==> src/hdl/tsf_pkg.sv <==
// ----------------------------------------------------------------------------
// tsf_pkg
// Shared widths, constants and node tables for the tetrahedron shape
// function evaluator.
// ----------------------------------------------------------------------------
`default_nettype none

package tsf_pkg;

	localparam int FRAC_BITS = 16;
	localparam int IN_W      = 18;
	localparam int OUT_W     = 24;
	localparam int IDX_W     = 4;
	localparam int ORD_W     = 2;

	// barycentric coordinates: input or one, plus headroom for the sum of four
	localparam int BASE_W  = (FRAC_BITS + 1 > IN_W) ? FRAC_BITS + 1 : IN_W;
	localparam int LAM_W   = BASE_W + 2;
	localparam int MUL_A_W = LAM_W + 2;
	localparam int PROD_W  = MUL_A_W + LAM_W;
	localparam int GRAD_W  = LAM_W + 4;

	localparam logic signed [LAM_W-1:0]  ONE  = LAM_W'(2 ** FRAC_BITS);
	localparam logic signed [PROD_W:0]   HALF = (PROD_W + 1)'(2 ** (FRAC_BITS - 1));
	localparam logic signed [PROD_W-1:0] SAT_HI = PROD_W'(2 ** (OUT_W - 1) - 1);
	localparam logic signed [PROD_W-1:0] SAT_LO = -SAT_HI - PROD_W'(1);

	localparam logic [ORD_W-1:0] ORDER_LINEAR = 2'd1;
	localparam logic [ORD_W-1:0] ORDER_QUAD   = 2'd2;

	localparam logic [IDX_W-1:0] LAST_LINEAR = 4'd3;
	localparam logic [IDX_W-1:0] LAST_QUAD   = 4'd9;

	typedef logic signed [LAM_W-1:0] lam_t;

	typedef struct packed {
		logic [IDX_W-1:0]        node_index;
		logic signed [OUT_W-1:0] shape_value;
		logic signed [OUT_W-1:0] grad_xi;
		logic signed [OUT_W-1:0] grad_eta;
		logic signed [OUT_W-1:0] grad_zeta;
		logic                    last_node;
	} node_res_t;

	// first barycentric coordinate of a node
	function automatic logic [1:0] node_a(input logic [IDX_W-1:0] k);
		logic [1:0] r;
		case (k)
			4'd1, 4'd4, 4'd5, 4'd9: r = 2'd1;
			4'd2, 4'd6, 4'd8:       r = 2'd2;
			4'd3, 4'd7:             r = 2'd3;
			default:                r = 2'd0;
		endcase
		return r;
	endfunction

	// second barycentric coordinate of a node (same as the first on corners)
	function automatic logic [1:0] node_b(input logic [IDX_W-1:0] k);
		logic [1:0] r;
		case (k)
			4'd1:             r = 2'd1;
			4'd2, 4'd5:       r = 2'd2;
			4'd3, 4'd8, 4'd9: r = 2'd3;
			default:          r = 2'd0;
		endcase
		return r;
	endfunction

	// derivative sign of barycentric coordinate l by reference direction d
	function automatic logic signed [1:0] lam_grad(input logic [1:0] l, input int d);
		logic signed [1:0] r;
		if (l == 2'd0)
			r = -2'sd1;
		else if (int'(l) == d + 1)
			r = 2'sd1;
		else
			r = 2'sd0;
		return r;
	endfunction

	function automatic logic signed [GRAD_W-1:0] apply_sign(
		input logic signed [1:0]        g,
		input logic signed [GRAD_W-1:0] v
	);
		logic signed [GRAD_W-1:0] r;
		if (g > 0)
			r = v;
		else if (g < 0)
			r = -v;
		else
			r = '0;
		return r;
	endfunction

	function automatic logic signed [OUT_W-1:0] sat_out(input logic signed [PROD_W-1:0] v);
		logic signed [OUT_W-1:0] r;
		if (v > SAT_HI)
			r = SAT_HI[OUT_W-1:0];
		else if (v < SAT_LO)
			r = SAT_LO[OUT_W-1:0];
		else
			r = v[OUT_W-1:0];
		return r;
	endfunction

endpackage

`default_nettype wire

==> src/hdl/tsf_if.sv <==
// ----------------------------------------------------------------------------
// tsf_if
// Valid/ready channels of the evaluator: reference point in, node result
// out, and the element order write channel.
// ----------------------------------------------------------------------------
`default_nettype none

interface tsf_pt_if;
	logic                             valid;
	logic                             ready;
	logic signed [tsf_pkg::IN_W-1:0]  xi_coord;
	logic signed [tsf_pkg::IN_W-1:0]  eta_coord;
	logic signed [tsf_pkg::IN_W-1:0]  zeta_coord;

	modport source (output valid, xi_coord, eta_coord, zeta_coord, input ready);
	modport sink   (input valid, xi_coord, eta_coord, zeta_coord, output ready);
endinterface

interface tsf_node_if;
	logic                             valid;
	logic                             ready;
	logic [tsf_pkg::IDX_W-1:0]        node_index;
	logic signed [tsf_pkg::OUT_W-1:0] shape_value;
	logic signed [tsf_pkg::OUT_W-1:0] grad_xi;
	logic signed [tsf_pkg::OUT_W-1:0] grad_eta;
	logic signed [tsf_pkg::OUT_W-1:0] grad_zeta;
	logic                             last_node;

	modport source (output valid, node_index, shape_value, grad_xi, grad_eta, grad_zeta,
		last_node, input ready);
	modport sink   (input valid, node_index, shape_value, grad_xi, grad_eta, grad_zeta,
		last_node, output ready);
endinterface

interface tsf_cfg_if;
	logic                      valid;
	logic                      ready;
	logic [tsf_pkg::ORD_W-1:0] element_order;

	modport source (output valid, element_order, input ready);
	modport sink   (input valid, element_order, output ready);
endinterface

`default_nettype wire

==> src/hdl/tsf_cfg_reg.sv <==
// ----------------------------------------------------------------------------
// tsf_cfg_reg
// Element order register, written through its own valid/ready channel.
// ----------------------------------------------------------------------------
`default_nettype none

module tsf_cfg_reg (
	input  wire logic  clk,
	input  wire logic  arst_n,
	tsf_cfg_if.sink    cfg,
	output logic       linear
);

	logic [tsf_pkg::ORD_W-1:0] order_q;

	assign cfg.ready = 1'b1;

	always_ff @(posedge clk or negedge arst_n) begin
		if (!arst_n) begin
			order_q <= tsf_pkg::ORDER_QUAD;
		end else if (cfg.valid) begin
			order_q <= cfg.element_order;
		end
	end

	// any code other than linear means quadratic
	assign linear = (order_q == tsf_pkg::ORDER_LINEAR);

endmodule

`default_nettype wire

==> src/hdl/tsf_node_calc.sv <==
// ----------------------------------------------------------------------------
// tsf_node_calc
// Evaluates one node: shape value and its three reference derivatives
// from the barycentric coordinates, saturated; quadratic values are rounded.
// ----------------------------------------------------------------------------
`default_nettype none

module tsf_node_calc (
	input  tsf_pkg::lam_t             lam [4],
	input  wire logic [tsf_pkg::IDX_W-1:0] k,
	input  wire logic                 linear,
	output tsf_pkg::node_res_t        res
);

	logic [1:0]                         a;
	logic [1:0]                         b;
	logic                               corner;
	tsf_pkg::lam_t                      la;
	tsf_pkg::lam_t                      lb;
	logic signed [tsf_pkg::MUL_A_W-1:0] m1;
	logic signed [tsf_pkg::PROD_W-1:0]  prod;
	logic signed [tsf_pkg::PROD_W:0]    rnd;
	logic signed [tsf_pkg::PROD_W:0]    rnd_sh;
	logic signed [tsf_pkg::PROD_W-1:0]  val;
	logic signed [tsf_pkg::GRAD_W-1:0]  grad [3];
	logic signed [tsf_pkg::GRAD_W-1:0]  one_w;
	logic signed [tsf_pkg::GRAD_W-1:0]  la_w;
	logic signed [tsf_pkg::GRAD_W-1:0]  lb_w;

	assign a      = tsf_pkg::node_a(k);
	assign b      = tsf_pkg::node_b(k);
	assign corner = (a == b);
	assign la     = lam[a];
	assign lb     = lam[b];
	assign one_w  = tsf_pkg::GRAD_W'(tsf_pkg::ONE);
	assign la_w   = tsf_pkg::GRAD_W'(la);
	assign lb_w   = tsf_pkg::GRAD_W'(lb);

	// corner: (2L - 1) * L, edge: 4La * Lb
	always_comb begin
		if (corner)
			m1 = (tsf_pkg::MUL_A_W'(la) <<< 1) - tsf_pkg::MUL_A_W'(tsf_pkg::ONE);
		else
			m1 = tsf_pkg::MUL_A_W'(la) <<< 2;
	end

	assign prod   = tsf_pkg::PROD_W'(m1) * tsf_pkg::PROD_W'(lb);
	assign rnd    = tsf_pkg::HALF + (tsf_pkg::PROD_W + 1)'(prod);
	assign rnd_sh = rnd >>> tsf_pkg::FRAC_BITS;

	always_comb begin
		if (linear)
			val = tsf_pkg::PROD_W'(la);
		else
			val = rnd_sh[tsf_pkg::PROD_W-1:0];
	end

	always_comb begin
		for (int d = 0; d < 3; d++) begin
			if (linear)
				grad[d] = tsf_pkg::apply_sign(tsf_pkg::lam_grad(a, d), one_w);
			else if (corner)
				grad[d] = tsf_pkg::apply_sign(tsf_pkg::lam_grad(a, d),
					(la_w <<< 2) - one_w);
			else
				grad[d] = (tsf_pkg::apply_sign(tsf_pkg::lam_grad(a, d), lb_w)
					+ tsf_pkg::apply_sign(tsf_pkg::lam_grad(b, d), la_w)) <<< 2;
		end
	end

	always_comb begin
		res.node_index  = k;
		res.shape_value = tsf_pkg::sat_out(val);
		res.grad_xi     = tsf_pkg::sat_out(tsf_pkg::PROD_W'(grad[0]));
		res.grad_eta    = tsf_pkg::sat_out(tsf_pkg::PROD_W'(grad[1]));
		res.grad_zeta   = tsf_pkg::sat_out(tsf_pkg::PROD_W'(grad[2]));
		res.last_node   = linear ? (k == tsf_pkg::LAST_LINEAR) : (k == tsf_pkg::LAST_QUAD);
	end

endmodule

`default_nettype wire

==> src/hdl/tet_shape_function_eval.sv <==
// ----------------------------------------------------------------------------
// tet_shape_function_eval
// Four- and ten-node tetrahedron shape functions and derivatives at one
// reference point, one node result per item on the output channel.
// ----------------------------------------------------------------------------
// A point item is registered with its barycentric coordinates and then
// produces one node result per cycle while the output side is ready, 4
// results per point in linear order and 10 in quadratic order, as the
// single node evaluator (one multiplier) walks the nodes. The next point
// is taken in the cycle its predecessor's last node is loaded into the
// output register, so points stream with no gap while the output side is
// ready. Results sit in that output register, so a stalled consumer only
// holds the walk. The element order register resets to quadratic and is
// meant to be written between points.
`default_nettype none

module tet_shape_function_eval (
	input  wire logic   clk,
	input  wire logic   arst_n,
	tsf_pt_if.sink      point,
	tsf_node_if.source  node,
	tsf_cfg_if.sink     cfg
);

	logic                       linear;
	logic                       pt_vld_s1;
	tsf_pkg::lam_t              lam_s1 [4];
	logic [tsf_pkg::IDX_W-1:0]  k_s1;
	tsf_pkg::node_res_t         res;
	tsf_pkg::node_res_t         res_q;
	logic                       out_vld_q;
	logic                       adv;
	logic                       accept;
	tsf_pkg::lam_t              lx;
	tsf_pkg::lam_t              ly;
	tsf_pkg::lam_t              lz;

	tsf_cfg_reg u_cfg (
		.clk    (clk),
		.arst_n (arst_n),
		.cfg    (cfg),
		.linear (linear)
	);

	tsf_node_calc u_calc (
		.lam    (lam_s1),
		.k      (k_s1),
		.linear (linear),
		.res    (res)
	);

	assign adv         = pt_vld_s1 && (!out_vld_q || node.ready);
	assign point.ready = !pt_vld_s1 || (adv && res.last_node);
	assign accept      = point.valid && point.ready;

	assign lx = tsf_pkg::LAM_W'(point.xi_coord);
	assign ly = tsf_pkg::LAM_W'(point.eta_coord);
	assign lz = tsf_pkg::LAM_W'(point.zeta_coord);

	always_ff @(posedge clk or negedge arst_n) begin
		if (!arst_n) begin
			pt_vld_s1 <= 1'b0;
			k_s1      <= '0;
		end else if (accept) begin
			// a new point may load in the cycle the last node leaves
			pt_vld_s1 <= 1'b1;
			k_s1      <= '0;
		end else if (adv) begin
			k_s1 <= k_s1 + tsf_pkg::IDX_W'(1);
			if (res.last_node)
				pt_vld_s1 <= 1'b0;
		end
	end

	always_ff @(posedge clk) begin
		if (accept) begin
			lam_s1[0] <= tsf_pkg::ONE - lx - ly - lz;
			lam_s1[1] <= lx;
			lam_s1[2] <= ly;
			lam_s1[3] <= lz;
		end
	end

	always_ff @(posedge clk or negedge arst_n) begin
		if (!arst_n) begin
			out_vld_q <= 1'b0;
		end else if (adv) begin
			out_vld_q <= 1'b1;
		end else if (node.ready) begin
			out_vld_q <= 1'b0;
		end
	end

	always_ff @(posedge clk) begin
		if (adv)
			res_q <= res;
	end

	assign node.valid       = out_vld_q;
	assign node.node_index  = res_q.node_index;
	assign node.shape_value = res_q.shape_value;
	assign node.grad_xi     = res_q.grad_xi;
	assign node.grad_eta    = res_q.grad_eta;
	assign node.grad_zeta   = res_q.grad_zeta;
	assign node.last_node   = res_q.last_node;

endmodule

`default_nettype wire

==> src/flat_wrapper.sv <==
// flat-port wrapper written by rule: the top's interface ports become plain ports
module tet_shape_function_eval_flat 
  (clk, arst_n, point_valid, point_xi_coord, point_eta_coord, point_zeta_coord, point_ready, node_valid, node_node_index, node_shape_value, node_grad_xi, node_grad_eta, node_grad_zeta, node_last_node, node_ready, cfg_valid, cfg_element_order, cfg_ready);
  tsf_pt_if point_i ();
  tsf_node_if node_i ();
  tsf_cfg_if cfg_i ();
  input  wire logic clk;
  input  wire logic arst_n;
  input wire logic [$bits(point_i.valid)-1:0] point_valid;
  input wire logic [$bits(point_i.xi_coord)-1:0] point_xi_coord;
  input wire logic [$bits(point_i.eta_coord)-1:0] point_eta_coord;
  input wire logic [$bits(point_i.zeta_coord)-1:0] point_zeta_coord;
  output wire logic [$bits(point_i.ready)-1:0] point_ready;
  output wire logic [$bits(node_i.valid)-1:0] node_valid;
  output wire logic [$bits(node_i.node_index)-1:0] node_node_index;
  output wire logic [$bits(node_i.shape_value)-1:0] node_shape_value;
  output wire logic [$bits(node_i.grad_xi)-1:0] node_grad_xi;
  output wire logic [$bits(node_i.grad_eta)-1:0] node_grad_eta;
  output wire logic [$bits(node_i.grad_zeta)-1:0] node_grad_zeta;
  output wire logic [$bits(node_i.last_node)-1:0] node_last_node;
  input wire logic [$bits(node_i.ready)-1:0] node_ready;
  input wire logic [$bits(cfg_i.valid)-1:0] cfg_valid;
  input wire logic [$bits(cfg_i.element_order)-1:0] cfg_element_order;
  output wire logic [$bits(cfg_i.ready)-1:0] cfg_ready;
  assign point_i.valid = point_valid;
  assign point_i.xi_coord = point_xi_coord;
  assign point_i.eta_coord = point_eta_coord;
  assign point_i.zeta_coord = point_zeta_coord;
  assign point_ready = point_i.ready;
  assign node_valid = node_i.valid;
  assign node_node_index = node_i.node_index;
  assign node_shape_value = node_i.shape_value;
  assign node_grad_xi = node_i.grad_xi;
  assign node_grad_eta = node_i.grad_eta;
  assign node_grad_zeta = node_i.grad_zeta;
  assign node_last_node = node_i.last_node;
  assign node_i.ready = node_ready;
  assign cfg_i.valid = cfg_valid;
  assign cfg_i.element_order = cfg_element_order;
  assign cfg_ready = cfg_i.ready;
  tet_shape_function_eval u_core (.clk(clk), .arst_n(arst_n), .point(point_i), .node(node_i), .cfg(cfg_i));
endmodule
==> config.mk <==
export PLATFORM = sky130hd
export DESIGN_NAME = tet_shape_function_eval_flat
export DESIGN_NICKNAME = d
export VERILOG_FILES = /design/src/hdl/tsf_pkg.sv /design/src/hdl/tsf_if.sv /design/src/hdl/tsf_cfg_reg.sv /design/src/hdl/tsf_node_calc.sv /design/src/hdl/tet_shape_function_eval.sv /design/src/flat_wrapper.sv
export SDC_FILE = /design/constraint.sdc
export NUM_CORES = 2
export LEC_CHECK = 0
export BUFFER_PORTS_ARGS = -buffer_cell sky130_fd_sc_hd__buf_2
export CORE_ASPECT_RATIO = 2
export CORE_UTILIZATION = 60
export DETAILED_ROUTE_END_ITERATION = 10
export HOLD_SLACK_MARGIN = 0.1
export PLACE_DENSITY_LB_ADDON = 0.05
export SLEW_MARGIN = 20
export SYNTH_ARGS = -nofsm -noshare
export SYNTH_HDL_FRONTEND = slang
export SYNTH_HIERARCHICAL = 1
export SYNTH_SLANG_ARGS = --single-unit
export TNS_END_PERCENT = 1
==> constraint.sdc <==
create_clock -name clk -period 19.01 [get_ports clk]
set_clock_uncertainty 0.15 [all_clocks]
set_input_delay 3.802 -clock clk [delete_from_list [all_inputs] [get_ports clk]]
set_output_delay 3.802 -clock clk [all_outputs]
set_load 0.005 [all_outputs]
### Yosys cells after proc, flatten, opt, wreduce, memory -nomap -nowiden

Memory sizes are Yosys's and may differ from the RTL's.
Cells that the tools add are included.

* muxes and demuxes: 96
* $add $sub $neg: 13
* order comparisons: 34
* reductions and logical operators: 15
* $mul: 1
* bitwise gates (word level): 2
* equal/unequal tests: 14

Operators by type and width (count)
* 22-bit two-way mux: 25
* 24-bit two-way mux: 22
* 20-bit binary-select mux with 2-bit select: 2
* 20-bit two-way mux: 4
* 24-bit greater-than comparator (second input constant): 3
* 24-bit < comparator (second input constant): 3
* 22-bit adder: 3
* 2-bit two-way mux: 27
* 20-bit negation with 22-bit output: 2
* 17-bit by 42-bit adder with 43-bit output (first input constant): 1
* 42-bit by 24-bit greater-than comparator with 1-bit output (second input constant): 1
* 42-bit by 24-bit < comparator with 1-bit output (second input constant): 1
* 22-bit by 20-bit multiplier with 42-bit output: 1
* 42-bit two-way mux: 1
* 2-bit by 1-bit greater-than comparator with 1-bit output (second input constant): 12
* 2-bit by 1-bit < comparator with 1-bit output (second input constant): 12
* 23-bit negation with 24-bit output: 1
* 22-bit by 18-bit subtractor with 23-bit output (second input constant): 1
* 21-bit by 18-bit subtractor with 22-bit output (second input constant): 1
* 19-bit by 18-bit subtractor with 20-bit output: 1
* 20-bit by 18-bit subtractor with 20-bit output: 1
* 18-bit by 18-bit subtractor with 19-bit output (first input constant): 1
* 1-bit two-way mux: 12
* 2-bit == test (second input constant): 4
* 19 further kinds: 33

* register bits: 183
* logic and storage cells: 190
* bits in read-only memories: 32
* output and inout bits: 104
* memories kept: 1

Memory list
* (name not given): depth 16, bits a word 2, read ports 1, clocked after Yosys merged registers in 0, write ports 0, line tsf_pkg.sv:48 `case (k)`

### Depth between registers and ports, before layout

* word-level depth: 18
* gate-level depth with buffers: 42

### Modules after synthesis

The synthesis kept the hierarchy.

Modules (own cells, without submodules)
* tsf_node_calc: cells an instance 3303, instances 1, sequential area each 0.0 µm², area an instance 25011.5 µm²
* tet_shape_function_eval: cells an instance 423, instances 1, sequential area each 5405.2 µm², area an instance 7297.0 µm²
* tsf_cfg_reg: cells an instance 7, instances 1, sequential area each 51.3 µm², area an instance 91.3 µm²

### Worst setup path after synthesis

OpenSTA, ideal clock, no wires.

* path kind: reg-to-reg
* from: register u_core/k_s1[2] in the netlist's numbering
* to: register u_core.res_q (netlist bit u_core/node.shape_value[3]), data pin
* arrival time: 9.752 ns
* data required time: 18.589 ns
* setup slack: 8.837 ns
* clock period less this slack: 10.173 ns
* stages on the path, launching flop included: 42
* cell sequence: dfrtp_1 buf_2 nor4b_4 or2_0 buf_4 inv_4 buf_6 buf_2 nand2_1 nand2_1 o21ai_1 nand2_1 o21ai_0 clkbuf_1 nand2_1 inv_1 fa_1 inv_1 (+6 left out) fa_1 fa_1 inv_1 fa_1 inv_1 ha_1 a21o_1 a21o_1 a21oi_1 and2_1 nand3_1 o21ai_2 o21bai_1 a21oi_1 xnor2_1 o311ai_2 buf_1 o41ai_1

* longest elaborated chain between the ends: 12

Ends and longest elaborated chain
* start: declaration: line tet_shape_function_eval.sv:28 `logic [tsf_pkg::IDX_W-1:0] k_s1;`
* start signal: assignment: line tet_shape_function_eval.sv:69 `k_s1 <= k_s1 + tsf_pkg::IDX_W'(1);`
* memory 16 x 2 bit, or another cell as far along
* 2-bit inverter with 3-bit output (implied by the code), or another cell as far along: line tsf_node_calc.sv:33 `assign la = lam[a];`
* 20-bit binary-select mux with 2-bit select or 2-bit one-hot mux with 3 select lines (tied branches): line tsf_node_calc.sv:33, tsf_pkg.sv:60
* 20-bit two-way mux (implied by the code) or 2-bit inverter with 3-bit output (tied branches): line tsf_node_calc.sv:33, tsf_node_calc.sv:34
* 20-bit two-way mux (implied by the code) or 20-bit binary-select mux with 2-bit select (tied branches): line tsf_node_calc.sv:33, tsf_node_calc.sv:34
* 21-bit by 18-bit subtractor with 22-bit output or 20-bit two-way mux (tied branches): line tsf_node_calc.sv:42, tsf_node_calc.sv:34
* 22-bit two-way mux or 20-bit two-way mux (tied branches): line tsf_node_calc.sv:41, tsf_node_calc.sv:34
* 22-bit by 20-bit multiplier with 42-bit output: line tsf_node_calc.sv:47 `assign prod = tsf_pkg::PROD_W'(m1) * tsf_pkg::PROD_W'(lb);`
* 17-bit by 42-bit adder with 43-bit output: line tsf_node_calc.sv:48 `assign rnd = tsf_pkg::HALF + (tsf_pkg::PROD_W + 1)'(prod);`
* 42-bit two-way mux (*): line tsf_node_calc.sv:52 `if (linear)`
* 42-bit by 24-bit < comparator with 1-bit output: line tsf_pkg.sv:99 `else if (v < SAT_LO)`
* 24-bit two-way mux: line tsf_pkg.sv:99
* end signal: assignment: line tet_shape_function_eval.sv:96 `res_q <= res;`
* end: declaration: line tet_shape_function_eval.sv:30 `tsf_pkg::node_res_t res_q;`

Mark *: on every way between the ends. The rest lies on a longest branch, timed or not. The select of a mux whose other input is x is not followed.
A chain may end at the register's enable or synchronous reset.

### Worst setup path in the final report

* from: register u_core/k_s1[0] in the netlist's numbering
* to: register u_core.res_q (netlist bit u_core/node.shape_value[21]), data pin

Same word-level chain as after synthesis.

==> impl_results.md <==
* Outcome: finished, violations left
* Failing checks: DRC
* Synth top area cells: fa_1 (29%), edfxtp_1 (16%), ha_1 (8.3%)
* First-pass GRT wire length at 172000 µm
* Number of synthesized register bits at 183
* Crit Path Class: flop to flop
* CTS clock-pin slew for the worst setup and hold paths at 0.09 ns
* Root buffer cell: clkbuf_16
* Share of layout cells above drive strength 1 at 10.1%
* CP delay by family, top: adder cells
* Number of buffers created by CTS at 17
* Compound-cell area share of the yosys netlist at 15.7%
* Post-CTS Resized at 0
* Vias in the first global route at 29.9k
* Sequential cell area fraction in the yosys report at 16.8%
* Hold Crit Class: flop to flop
* Final Max Slew Viols at 0
* Clk sinks at 183
* Synth Flop Type: edfxtp_1
* Post-CTS Hold Buffers at 0
* Max Freq at 78.5 MHz
* Leading area contributor after synthesis: fa_1
* P&R area growth vs syn at 6.12%
* Largest net degree at the start of global routing at 79
* Core Area at 53500 µm²
* Hold_sp: u_core/pt_vld_s1$_DFFE_PN0P_
* Unrepaired setup endpoints after global routing: no
* Crit-path most repeated cell: fa_1
* # setup viols final at 0
* Die area at 55000 µm²
* Syn Inst Count at 3733
* Number of max-cap violations at 0
* Max Root-Sink Buffers at 2
* Post-synthesis mux area share at 1.85%
* Synthesized area per cell at 8.68 µm²
* Critical path data arrival time at 12.76 ns
* Die Y-Extent at 331 µm
* TritonCTS clock tree: yes
* Min Tclk post-route at 12.73 ns
* DP HPWL at 90900 µm
* EDFF count, synth at 175
* Critical-path top delay cell: o311ai_4
* Final #Nets at 4518
* Critical Path RT at 19.04 ns
* Nature of the critical path startpoint: flop
* Main combinational cell family by area after synthesis: adder cells
* Crit-path max cell delay at 0.87 ns
* DRT iter0 DRCs at 2528
* Final ANT Viol Nets at 0
* Number of antenna violations at the first check in global routing at 2
* Setup TNS at 0 ns
* Worst slew margin at 18.9%
* Number of distinct library cells after synthesis at 113
* Placed cell count at 4426
* Die X-Extent at 166 µm
* GR Overflow Total at 0
* Post-synthesis adder-cell area fraction at 37.2%
* Drt total wl at 115000 µm
* H-tree Lvls at 4
* Post CTS Setup Buffer Count at 0
* Final period util at 67.0%
* Port Buffer Count at 163
* Site row count at 120
* Measured slew at the worst slew-check pin at 1.22 ns
* Crit-path max FO at 26
* Post-DP Area at 33700 µm²
* CP Launch Point: u_core/k_s1[0]$_DFFE_PN0P_
* Mapped cell area at 32400 µm²
* Hold Fails Final Rpt at 0
* Most common cell in the netlist: inv_1
* Async S/R FF share, synth at 4.37%
* Crit end category: flop
* Drc violations at 8
* IO Pins at 165
* Most frequent cells after synthesis: inv_1 (614), fa_1 (467), nand2_1 (416)
* Post-Synth XOR/XNOR Area at 3.72%
* R2R Path Start: u_core/k_s1[0]$_DFFE_PN0P_
* Top cell type's share of synthesized area at 28.9%
* Vias per cell at 6.33
* Clock latency at the later pin of the worst-skew pair at 0.51 ns
* Post-Synth Simple-Gate Area at 14.6%
* GP Congestion at 1.03
* Routed wire per std cell at 25.8 µm
* Gr usage total at 42.5%
* Drt pass-1 iters at 10
* Worst path bufs/invs at 8
* Vias at 28.2k
* Design area at 34400 µm²
* Non-Filler Instances at 4461
* Initial Util at 60.6%
* Syn. warnings at 6
==> path summary, 6_finish.rpt <==
| path | end | slack, ns | cells after the start |
|---|---|---|---|
| min in group asynchronous | u_core/u_cfg/order_q[0]$_DFFE_PN0P_ | 2.99 | 1 |
| worst max-delay path | u_core/node.shape_value[21]$_DFFE_PP_ | 6.28 | 36 |
| worst min register to register | u_core/node.valid$_DFFE_PN0P_ | 0.36 | 1 |
| worst max register to register | u_core/node.shape_value[21]$_DFFE_PP_ | 6.28 | 36 |
| worst min-delay path | u_core/node.valid$_DFFE_PN0P_ | 0.36 | 1 |
| max in group asynchronous | u_core/u_cfg/order_q[1]$_DFFE_PN1P_ | 15.48 | 1 |
==> stage by stage <==
stage / utilization (%) / hold slack, ns / setup WS (ns)
2_1_floorplan: - / 0.298 / 8.84
3_3_place_gp: 63.1 / 0.323 / 6.60
3_5_place_dp: 63.1 / 0.344 / 6.28
4_1_cts: 64.3 / 0.364 / 6.27
5_1_grt: 64.3 / 0.375 / 5.59
6_report: 64.3 / 0.357 / 6.28
==> worst reg2reg max path: cells and delay by family, from the launching register on <==
kind / cells / cell delay [ns]
fa+ha+maj: 9 / 4.37
buf+inv: 8 / 1.25
compound gates: 6 / 2.65
xor+xnor: 2 / 0.30
flops: 1 / 0.65
simple gates: 11 / 3.03
==> layer usage <==
metal / up-vias / share of wire (%) / track usage [%]
met5: - / 0 / 0
met1: 13700 / 32 / 42.6
met3: 636 / 7.8 / 7.50
met2: 1617 / 49 / 74.2
li1: 12300 / - / -
met4: 0 / 11 / 41.7
==> cell families after synthesis <==
| family | count (synthesis) |
|---|---|
| and+or+nand+nor | 1068 |
| adders and majority gates | 682 |
| DFF | 183 |
| buffers and inverters | 831 |
| xor gates and xnor gates | 136 |
| AOI/OAI and AO/OA | 773 |
| other | 2 |
| muxes | 58 |
==> final cells by class <==
| type | instances | area, µm² |
|---|---|---|
| Inverter | 621 | 2330 |
| Fill cell | 4610 | 19100 |
| Sequential cell | 183 | 5460 |
| Antenna cell | 2 | 5.00 |
| Clock inverter | 15 | 193 |
| Tap cell | 671 | 840 |
| Clock buffer | 17 | 425 |
| Multi-Input combinational cell | 2724 | 23800 |
| Timing Repair Buffer | 228 | 1320 |
==> sequential cells by signal, summed over array words and instances, names as in the netlist, 2 cells and up <==
| name | cells |
|---|---|
| u_core/u_cfg/order_q | 2 |
| u_core/node.grad_eta | 24 |
| u_core/node.grad_zeta | 24 |
| u_core/node.node_index | 4 |
| u_core/lam_s1 | 74 |
| u_core/node.shape_value | 24 |
| u_core/k_s1 | 4 |
| u_core/node.grad_xi | 24 |
==> placed cells by master, fill, tap and decap left out, drive strengths merged, types with 26 or more instances in the layout <==
cell type    n
buf        228
a21o        60
nand2b      37
nor3        52
fa         467
a21oi      174
ha         215
inv        629
and2        26
a211oi      35
o21ai      252
xor2        48
edfxtp     175
nand3       41
nor2       377
nand2      417
mux2i       43
o21a        28
xnor2       88
Power is not shown: default switching activity piles up to over one toggle a cycle in this logic, so the estimate is an artifact.
